File: config.mk
export PLATFORM = sky130hd
export DESIGN_NAME = modem_response_matcher
export DESIGN_NICKNAME = d
export VERILOG_FILES = /design/src/mrm_pkg.sv /design/src/mrm_word_cell.sv /design/src/mrm_priority.sv /design/src/modem_response_matcher.sv
export SDC_FILE = /design/constraint.sdc
export NUM_CORES = 1
export LEC_CHECK = 0
export BUFFER_PORTS_ARGS = -buffer_cell sky130_fd_sc_hd__buf_2
export CORE_MARGIN = 8
export CORE_UTILIZATION = 56
export DETAILED_ROUTE_END_ITERATION = 8
export PLACE_DENSITY = 0.77
export SYNTH_ARGS = -nofsm -noshare
export SYNTH_HDL_FRONTEND = slang
export SYNTH_HIERARCHICAL = 1
export SYNTH_SLANG_ARGS = --single-unit
File: constraint.sdc
create_clock -name clk -period 3.7 [get_ports clk]
set_clock_uncertainty 0.05 [all_clocks]
set_input_delay 0.74 -clock clk [delete_from_list [all_inputs] [get_ports clk]]
set_output_delay 0.74 -clock clk [all_outputs]
set_load 0.03 [all_outputs]
File: src/mrm_pkg.sv
// Shared constants and response word tables for the modem response matcher.
`timescale 1ns / 1ps

package mrm_pkg;

    localparam int WORD_SLOTS   = 16;
    localparam int MAX_WORD_LEN = 12;
    localparam int SLOT_W       = 4;
    localparam int POS_W        = 4;
    localparam int CODE_W       = 3;
    localparam int TEXT_W       = 8 * MAX_WORD_LEN;

    typedef logic [7:0]        byte_t;
    typedef logic [SLOT_W-1:0] slot_t;
    typedef logic [POS_W-1:0]  pos_t;
    typedef logic [CODE_W-1:0] code_t;
    typedef logic [TEXT_W-1:0] text_t;

    // Word text is right aligned: the last character sits in the low byte.
    function automatic text_t word_text(input slot_t slot);
        text_t text;
        case (slot)
            4'd0:    text = TEXT_W'("OK");
            4'd1:    text = TEXT_W'("+CPIN: READY");
            4'd2:    text = TEXT_W'("ERROR");
            4'd3:    text = TEXT_W'("RING");
            4'd4:    text = TEXT_W'("NO CARRIER");
            4'd5:    text = TEXT_W'("Unlink");
            default: text = '0;
        endcase
        return text;
    endfunction

    function automatic pos_t word_len(input slot_t slot);
        pos_t len;
        case (slot)
            4'd0:    len = 4'd2;
            4'd1:    len = 4'd12;
            4'd2:    len = 4'd5;
            4'd3:    len = 4'd4;
            4'd4:    len = 4'd10;
            4'd5:    len = 4'd6;
            default: len = 4'd0;
        endcase
        return len;
    endfunction

    // Character at position pos of a word; pos must be below the word length.
    function automatic byte_t word_char(input slot_t slot, input pos_t pos);
        text_t text;
        pos_t  idx;
        text = word_text(slot);
        idx  = word_len(slot) - 4'd1 - pos;
        return text[{idx, 3'b000} +: 8];
    endfunction

endpackage

File: src/mrm_word_cell.sv
// Progress counter and character compare for one response word.
`timescale 1ns / 1ps

module mrm_word_cell
    import mrm_pkg::*;
#(
    parameter int SLOT = 0
)
(
    input  logic  clk,
    input  logic  rst_n,
    input  logic  step,
    input  logic  clear,
    input  byte_t rx_byte,
    output logic  done
);

    localparam slot_t SLOT_ID = SLOT_W'(SLOT);
    localparam pos_t  LEN     = word_len(SLOT_ID);

    pos_t progress_reg;
    pos_t progress_next;

    always_comb
    begin
        progress_next = '0;
        done          = 1'b0;
        if (LEN != '0 && progress_reg < LEN)
        begin
            if (word_char(SLOT_ID, progress_reg) == rx_byte)
            begin
                progress_next = progress_reg + 4'd1;
                done          = (progress_next == LEN);
            end
        end
    end

    always_ff @(posedge clk or negedge rst_n)
    begin
        if (!rst_n)
        begin
            progress_reg <= '0;
        end
        else if (step)
        begin
            progress_reg <= clear ? '0 : progress_next;
        end
    end

endmodule

File: src/mrm_priority.sv
// Picks the highest word index that finished on the current byte.
`timescale 1ns / 1ps

module mrm_priority
    import mrm_pkg::*;
#(
    parameter int NUM_WORDS = 6
)
(
    input  logic [NUM_WORDS-1:0] done,
    output logic                 hit,
    output code_t                code
);

    always_comb
    begin
        hit  = 1'b0;
        code = '0;
        for (int i = 0; i < NUM_WORDS; i++)
        begin
            if (done[i])
            begin
                hit  = 1'b1;
                code = CODE_W'(i);
            end
        end
    end

endmodule

File: src/modem_response_matcher.sv
// Top level of the modem response matcher.
`timescale 1ns / 1ps

// The block watches received modem bytes for the response words OK,
// +CPIN: READY, ERROR, RING, NO CARRIER and Unlink.
// A byte enters on the rx channel (rx_valid, rx_ready, rx_byte).
// A finished word leaves on the resp channel (resp_valid, resp_ready,
// response_code); a byte that finishes no word produces no word out.
// Each byte is held in an input register; the word compares
// and counter updates run between that register and the result register.
// The result register loads when the byte in the input register advances,
// so resp_valid rises when that byte finishes a word.
// Throughput is one byte per cycle while the receiver takes each word, set by the single compare stage.
// When the receiver stalls, the result register holds its word and the
// input register holds one more byte; then rx_ready drops.
// Reset clears all progress counters and both valid flags.

module modem_response_matcher
    import mrm_pkg::*;
#(
    parameter int NUM_WORDS = 6
)
(
    input  logic  clk,
    input  logic  rst_n,
    input  logic  rx_valid,
    output logic  rx_ready,
    input  byte_t rx_byte,
    output logic  resp_valid,
    input  logic  resp_ready,
    output code_t response_code
);

    logic                 in_valid_reg;
    byte_t                byte_reg;
    logic                 out_valid_reg;
    code_t                code_reg;
    logic                 advance;
    logic [NUM_WORDS-1:0] done;
    logic                 hit;
    code_t                code;

    assign advance  = in_valid_reg && (!out_valid_reg || resp_ready);
    assign rx_ready = !in_valid_reg || advance;

    for (genvar g = 0; g < NUM_WORDS; g++)
    begin : g_word
        mrm_word_cell #(
            .SLOT(g)
        ) u_cell (
            .clk     (clk),
            .rst_n   (rst_n),
            .step    (advance),
            .clear   (hit),
            .rx_byte (byte_reg),
            .done    (done[g])
        );
    end

    mrm_priority #(
        .NUM_WORDS(NUM_WORDS)
    ) u_priority (
        .done (done),
        .hit  (hit),
        .code (code)
    );

    always_ff @(posedge clk or negedge rst_n)
    begin
        if (!rst_n)
        begin
            in_valid_reg  <= 1'b0;
            out_valid_reg <= 1'b0;
        end
        else
        begin
            if (rx_ready)
            begin
                in_valid_reg <= rx_valid;
            end
            if (advance)
            begin
                out_valid_reg <= hit;
            end
            else if (resp_ready)
            begin
                out_valid_reg <= 1'b0;
            end
        end
    end

    always_ff @(posedge clk)
    begin
        if (rx_ready && rx_valid)
        begin
            byte_reg <= rx_byte;
        end
        if (advance && hit)
        begin
            code_reg <= code;
        end
    end

    assign resp_valid    = out_valid_reg;
    assign response_code = code_reg;

endmodule
# Yosys cells after proc, flatten, opt, wreduce, memory -nomap -nowiden
# Index checks and enable logic that the tools add are counted.
[word_totals]
regBits = 37
inputBits = 12
output_inout_bits = 5
word_cells = 116
[classes]
n_addsub = 18
order_cmp = 6
n_eq_ne = 12
n_shift = 6
mux = 54
reduce_logical = 9
[ops]
columns = ["op", "count"]
rows = [
  ["$mux W96", 6],
  ["$shiftx A96 B8 Y8", 6],
  ["$mux W4", 24],
  ["$eq A8 B8 Y1", 6],
  ["$add A4 B1 Y4 const B", 6],
  ["$sub A4 B1 Y4 const B", 6],
  ["$sub A4 B4 Y4", 6],
  ["$mux W1", 22],
  ["$eq A4 B3 Y1 const B", 3],
  ["$lt A4 B3 Y1 const B", 3],
  ["$eq A4 B4 Y1 const B", 2],
  ["$lt A4 B4 Y1 const B", 2],
  ["$eq A4 B2 Y1 const B", 1],
  ["$lt A4 B2 Y1 const B", 1],
  ["$mux W2", 2],
  ["$logic_and A1 B1 Y1", 3],
  ["$logic_not A1 Y1", 2],
  ["$logic_or A1 B1 Y1", 2],
  ["$reduce_bool A2 Y1", 1],
  ["$reduce_or A2 Y1", 1],
]

# Depth between registers and ports, before layout
[logic_depth]
word_depth = 15
depth_mapped = 14
ltp_nobuf = 14

# Hierarchy
# The synthesis kept the hierarchy.
[modules_own_cells]
columns = ["module", "instances", "cells_per_inst", "area_per_inst_um2", "seq_area_each_um2"]
rows = [
  ["mrm_word_cell at g_word[1].u_cell", 1, 75, 594.3, 100.1],
  ["mrm_word_cell at g_word[4].u_cell", 1, 60, 521.8, 100.1],
  ["mrm_word_cell at g_word[2].u_cell", 1, 52, 486.7, 100.1],
  ["mrm_word_cell at g_word[5].u_cell", 1, 54, 484.2, 100.1],
  ["mrm_word_cell at g_word[3].u_cell", 1, 47, 455.4, 100.1],
  ["modem_response_matcher", 1, 21, 439.2, 380.4],
  ["mrm_word_cell at g_word[0].u_cell", 1, 37, 376.6, 100.1],
  ["mrm_priority", 1, 8, 41.3, 0.0],
]

# Worst setup path before layout
# No wires, ideal clock.
[synth_timing]
path_kind = "register -> register"
startpoint = "register g_word[4].u_cell.progress_reg[1]"
endpoint = "register g_word[3].u_cell.progress_reg[2]"
setup_time_ps = 149
arrival_ps = 3266
required_ps = 3501
path_slack_ps = 235
stages_incl_launch_ff = 14
n_path_buf = 0
period_less_slack_ps = 3465
cell_sequence = "dfrtp_1 -> inv_1 -> ha_1 -> xnor2_2 -> mux2i_1 -> xnor2_1 -> nor4_2 -> nand3_1 -> nor4_1 -> nor4_1 -> nand2_1 -> and4bb_2 -> o211ai_1 -> o21ai_1"
[synth_between]
elab_chain_len = 8
elab_cells_between_ends = 11
cone_classes = "add/sub: 2; order compare: 1; eq/ne: 2; shift: 1; mux: 5"
[synth_rtl]
columns = ["element", "line_no", "text"]
rows = [
  ["start: declaration", "mrm_word_cell.sv:21", "pos_t progress_reg;"],
  ["start signal: assignment", "mrm_word_cell.sv:46", "progress_reg <= clear ? '0 : progress_next;"],
  ["$sub A4 B4 Y4", "mrm_pkg.sv:53", "idx = word_len(slot) - 4'd1 - pos;"],
  ["$shiftx A96 B8 Y8", "mrm_pkg.sv:54", "return text[{idx, 3'b000} +: 8];"],
  ["$eq A8 B8 Y1", "mrm_word_cell.sv:30", "if (word_char(SLOT_ID, progress_reg) == rx_byte)"],
  ["$mux W1", "mrm_word_cell.sv:30", ""],
  ["$mux W1 (*)", "mrm_word_cell.sv:28", "if (LEN != '0 && progress_reg < LEN)"],
  ["via done[4]", "modem_response_matcher.sv:39", "logic [NUM_WORDS-1:0] done;"],
  ["$mux W1 (*) (2 in series)", "mrm_priority.sv:21", "if (done[i])"],
  ["via hit", "modem_response_matcher.sv:40", "logic hit;"],
  ["$mux W4 (*)", "mrm_word_cell.sv:46", ""],
  ["end signal: assignment", "mrm_word_cell.sv:46", ""],
  ["end: declaration", "mrm_word_cell.sv:21", ""],
]
# The timed path passes the listed nets; every way through them passes the cells marked *.
# A chain may end at the register's enable or synchronous reset.

# Final worst setup path
[layout_timing]
startpoint = "register g_word[2].u_cell.progress_reg[0]"
endpoint = "register g_word[3].u_cell.progress_reg[2]"
[layout_between]
elab_chain_len = 10
elab_cells_between_ends = 13
cone_classes = "add/sub: 2; order compare: 1; eq/ne: 2; shift: 1; mux: 7"
[layout_rtl]
columns = ["element", "line_no"]
rows = [
  ["start: declaration", "mrm_word_cell.sv:21"],
  ["start signal: assignment", "mrm_word_cell.sv:46"],
  ["$sub A4 B4 Y4", "mrm_pkg.sv:53"],
  ["$shiftx A96 B8 Y8", "mrm_pkg.sv:54"],
  ["$eq A8 B8 Y1", "mrm_word_cell.sv:30"],
  ["$mux W1", "mrm_word_cell.sv:30"],
  ["$mux W1 (*)", "mrm_word_cell.sv:28"],
  ["via done[2]", "modem_response_matcher.sv:39"],
  ["$mux W1 (*) (4 in series)", "mrm_priority.sv:21"],
  ["via hit", "modem_response_matcher.sv:40"],
  ["$mux W4 (*)", "mrm_word_cell.sv:46"],
]
# Marks and branches as above.

==> results.cfg <==
[detailed_routing]
drt-vias-per-instance = 6.06
routed_wire_length_per_instance_um = 17.0
route.antenna.remaining_nets = 0
num_vias = 2816
detail_route.drc_violations = 0
dr.first_iter.drc_count = 130
dr.pass1.iters = 4
drt_wl_total_mm = 7.88

[floorplanning]
die_width_um = 93.9
initial_core_util = 0.578
die-area_um2 = 8820
number_of_rows_created_at_floorplan = 28
die_height_um = 93.9
design.portCount = 17
core_um2 = 5890

[final_layout]
final_net_count = 435
largest_register_ff_count = 24
diodes = 0
layout_commonest_cell = sky130_fd_sc_hd__ha_1
layout_common_cells = 33 x sky130_fd_sc_hd__ha_1, 32 x sky130_fd_sc_hd__inv_1, 26 x sky130_fd_sc_hd__dfrtp_1
drive_above_1_share = 0.215
final_design_area_no_fill_um2 = 3780
syn_to_final_growth_pct = 11.3

[worst_setup_path]
worstPathRequired_ps = 3820
timing_worst_setup_path_type = flop to flop
crit_chain = inv_1, ha_1, inv_1, ha_2, mux2i_1, nand2_1, a211oi_1, o22ai_1, nor3_2, nor2_2, nand2_2, buf_4, and4bb_2, o211ai_1, o21ai_1
worst_path_dominant_cell_family = simple AND/OR/NAND/NOR gates
crit_buf_inv = 3
worstSetupEndpointType = flop
setup.worst_path.start = g_word[2].u_cell/progress_reg[0]$_DFFE_PN0P_
crit_path_max_delay_cell_type = sky130_fd_sc_hd__dfrtp_1
worst_r2r_startpoint = g_word[2].u_cell/progress_reg[0]$_DFFE_PN0P_
cpPeakStageDelay_ps = 440
path_common_cell = sky130_fd_sc_hd__inv_1
critical_path.startpoint_type = flop
data_arrival_time_at_the_worst_slack_endpoint_ps = 3720
critPathMaxFanout = 7

[power_and_ir_drop]
sequentialPowerShare = 0.535
netSwitchingFraction = 0.278
clockPowerShare = 0.368
p_leak_uw = 0.00158
net-switching-power_uw = 231
peakVddDrop_mv = 0.248
comb_power_share = 0.098
intPower_uw = 598
power_density_nw_per_um2 = 219

[sta]
tightest_slew_ps = 684
slew_headroom = 0.544
report.final.hold_viol_count = 0
final_worst_hold_slack_ps = 413
setup_viol_count_final = 0
final-max-slew-violation-count = 0
clock.fmax_mhz = 278
layout_min_cycle_time_ps = 3600
timing.final.crit_share = 0.973
rsz_0062_raised_after_global_routing = true

[clock_network]
cts_made_buffers = 5
worst_skew_pair.late_latency_ps = 290
cts_htree_levels = 2
clock-sinks = 37
cts_root_buf = sky130_fd_sc_hd__clkbuf_8
tritoncts_clock_tree = done
clkTransAtPathRegs_ps = 80
number_of_buffers_on_the_longest_clock_path = 2
cts_setup_buffers = 0

[logic_synthesis]
postSynthRegisterBits = 37
syn_area_per_cell_um2 = 9.60
synth_async_sr_flop_share = 0.703
number_of_flops_mapped_to_enable_cells_by_yosys = 11
ranking_of_synthesized_cells_by_area = sky130_fd_sc_hd__dfrtp_1 19%, sky130_fd_sc_hd__ha_1 13%, sky130_fd_sc_hd__edfxtp_1 9.7%, sky130_fd_sc_hd__mux2i_1 4.1%, sky130_fd_sc_hd__inv_1 3.5%
synth_nets = 400
synth_top_area_frac = 0.191
netlist-cell-type-count = 78
ys_warn_count = 6
commonest_register_cell_after_synthesis = sky130_fd_sc_hd__dfrtp_1
synth_top_area_cell = sky130_fd_sc_hd__dfrtp_1
share_of_synthesized_area_occupied_by_flip_flops_and_latches = 0.289
netlist_instances = 354
syn_area_um2 = 3400

[global_route]
vias_in_the_first_global_route = 2818
grt_start_max_net_pins = 32
globalRouteTotalUtil = 0.181
antenna_violations_before_repair = 0
grt_first_pass_wirelength_mm = 12.9
globalRouteOverflowTotal = 0

[placement]
gp_congestion = 0.850
postPlaceCellArea_um2 = 3660
port_buffers = 16
detailed_placement_wirelength_estimate_mm = 5.76

[run_status]
status = complete, no violations

[worst_hold_path]
worst_hold_path_type = input port to asynchronous set/reset pin

[flow_run]
max_cap_violations = 0
-- synth_stat cells (3+ instances only) --
master	instances
sky130_fd_sc_hd__a211oi_1	4
sky130_fd_sc_hd__a21oi_1	8
sky130_fd_sc_hd__a21oi_2	3
sky130_fd_sc_hd__a31oi_1	4
sky130_fd_sc_hd__and2_1	3
sky130_fd_sc_hd__and3_1	3
sky130_fd_sc_hd__dfrtp_1	26
sky130_fd_sc_hd__edfxtp_1	11
sky130_fd_sc_hd__ha_1	34
sky130_fd_sc_hd__inv_1	32
sky130_fd_sc_hd__mux2_2	5
sky130_fd_sc_hd__mux2i_1	14
sky130_fd_sc_hd__nand2_1	22
sky130_fd_sc_hd__nand2b_1	11
sky130_fd_sc_hd__nand3_1	11
sky130_fd_sc_hd__nand3b_1	6
sky130_fd_sc_hd__nand4_1	6
sky130_fd_sc_hd__nor2_1	19
sky130_fd_sc_hd__nor2b_1	11
sky130_fd_sc_hd__nor3_1	10
sky130_fd_sc_hd__nor3b_1	5
sky130_fd_sc_hd__nor4_1	5
sky130_fd_sc_hd__o211ai_1	4
sky130_fd_sc_hd__o21ai_0	8
sky130_fd_sc_hd__o21ai_1	8
sky130_fd_sc_hd__o22ai_1	4
sky130_fd_sc_hd__o31ai_1	3
sky130_fd_sc_hd__o32ai_1	4
sky130_fd_sc_hd__o41ai_1	3
sky130_fd_sc_hd__xnor2_1	6
sky130_fd_sc_hd__xor2_1	6
-- per-layer routing --
layer / global-route usage / part of all wire / vias up
met5: 0 / 0 / -
met4: 0.0594 / 0.010 / 0
met1: 0.215 / 0.44 / 1367
met2: 0.323 / 0.51 / 66
met3: 0.0296 / 0.041 / 7
li1: - / - / 1376
-- path summary, 6_finish.rpt --
check                                                                    end  slack, ps  cells after the start
worst max-delay path            g_word[3].u_cell/progress_reg[2]$_DFFE_PN0P_        100                     15
worst min-delay path                                in_valid_reg$_DFFE_PN0P_        410                      1
worst max register to register  g_word[3].u_cell/progress_reg[2]$_DFFE_PN0P_        100                     15
worst min register to register  g_word[0].u_cell/progress_reg[3]$_DFFE_PN0P_        540                      2
max in group asynchronous       g_word[2].u_cell/progress_reg[1]$_DFFE_PN0P_       2770                      1
min in group clk                g_word[0].u_cell/progress_reg[3]$_DFFE_PN0P_        540                      2
-- through the flow --
stage	total power [uW]	util	std cells	setup TNS, ps	setup WS (ps)
detailed placement	531	0.622	457	0	82.2
floorplan	497	-	354	0	235
global route	860	0.643	465	-98.4	-87.1
global placement	529	0.622	457	0	193
finish	829	0.643	465	0	101
CTS	837	0.638	465	0	61.9
-- power by group through the flow --
stage               Sequential, uW  Combinational [uW]  Clock (uW)
floorplan                      449                47.9           0
global placement               452                77.7           0
detailed placement             451                79.7           0
CTS                            443                79.8         314
global route                   444                89.0         327
finish                         443                80.9         305
-- cell families after synthesis --
logic type | Yosys count | synth area share
fa+ha+maj | 34 | 0.125
xor+xnor | 15 | 0.0453
buf+inv | 36 | 0.0431
compound gates | 71 | 0.173
simple gates | 142 | 0.268
flops | 37 | 0.289
mux | 19 | 0.0578
-- layout make-up --
type | instances | area [um2]
multi-input combinational | 281 | 2300
tap | 75 | 93.8
clock inverter | 3 | 25.0
fill | 494 | 2100
timing repair buffer | 30 | 185
clock buffer | 5 | 68.8
sequential | 37 | 981
inverter | 34 | 128
-- timing repair --
| action | CTS | global route |
|---|---|---|
| gates resized for setup | 0 | 6 |
| endpoints found under the setup margin | 0 | 18 |
| hold buffers | 0 | 0 |
Power figures use the tool's default switching activity.
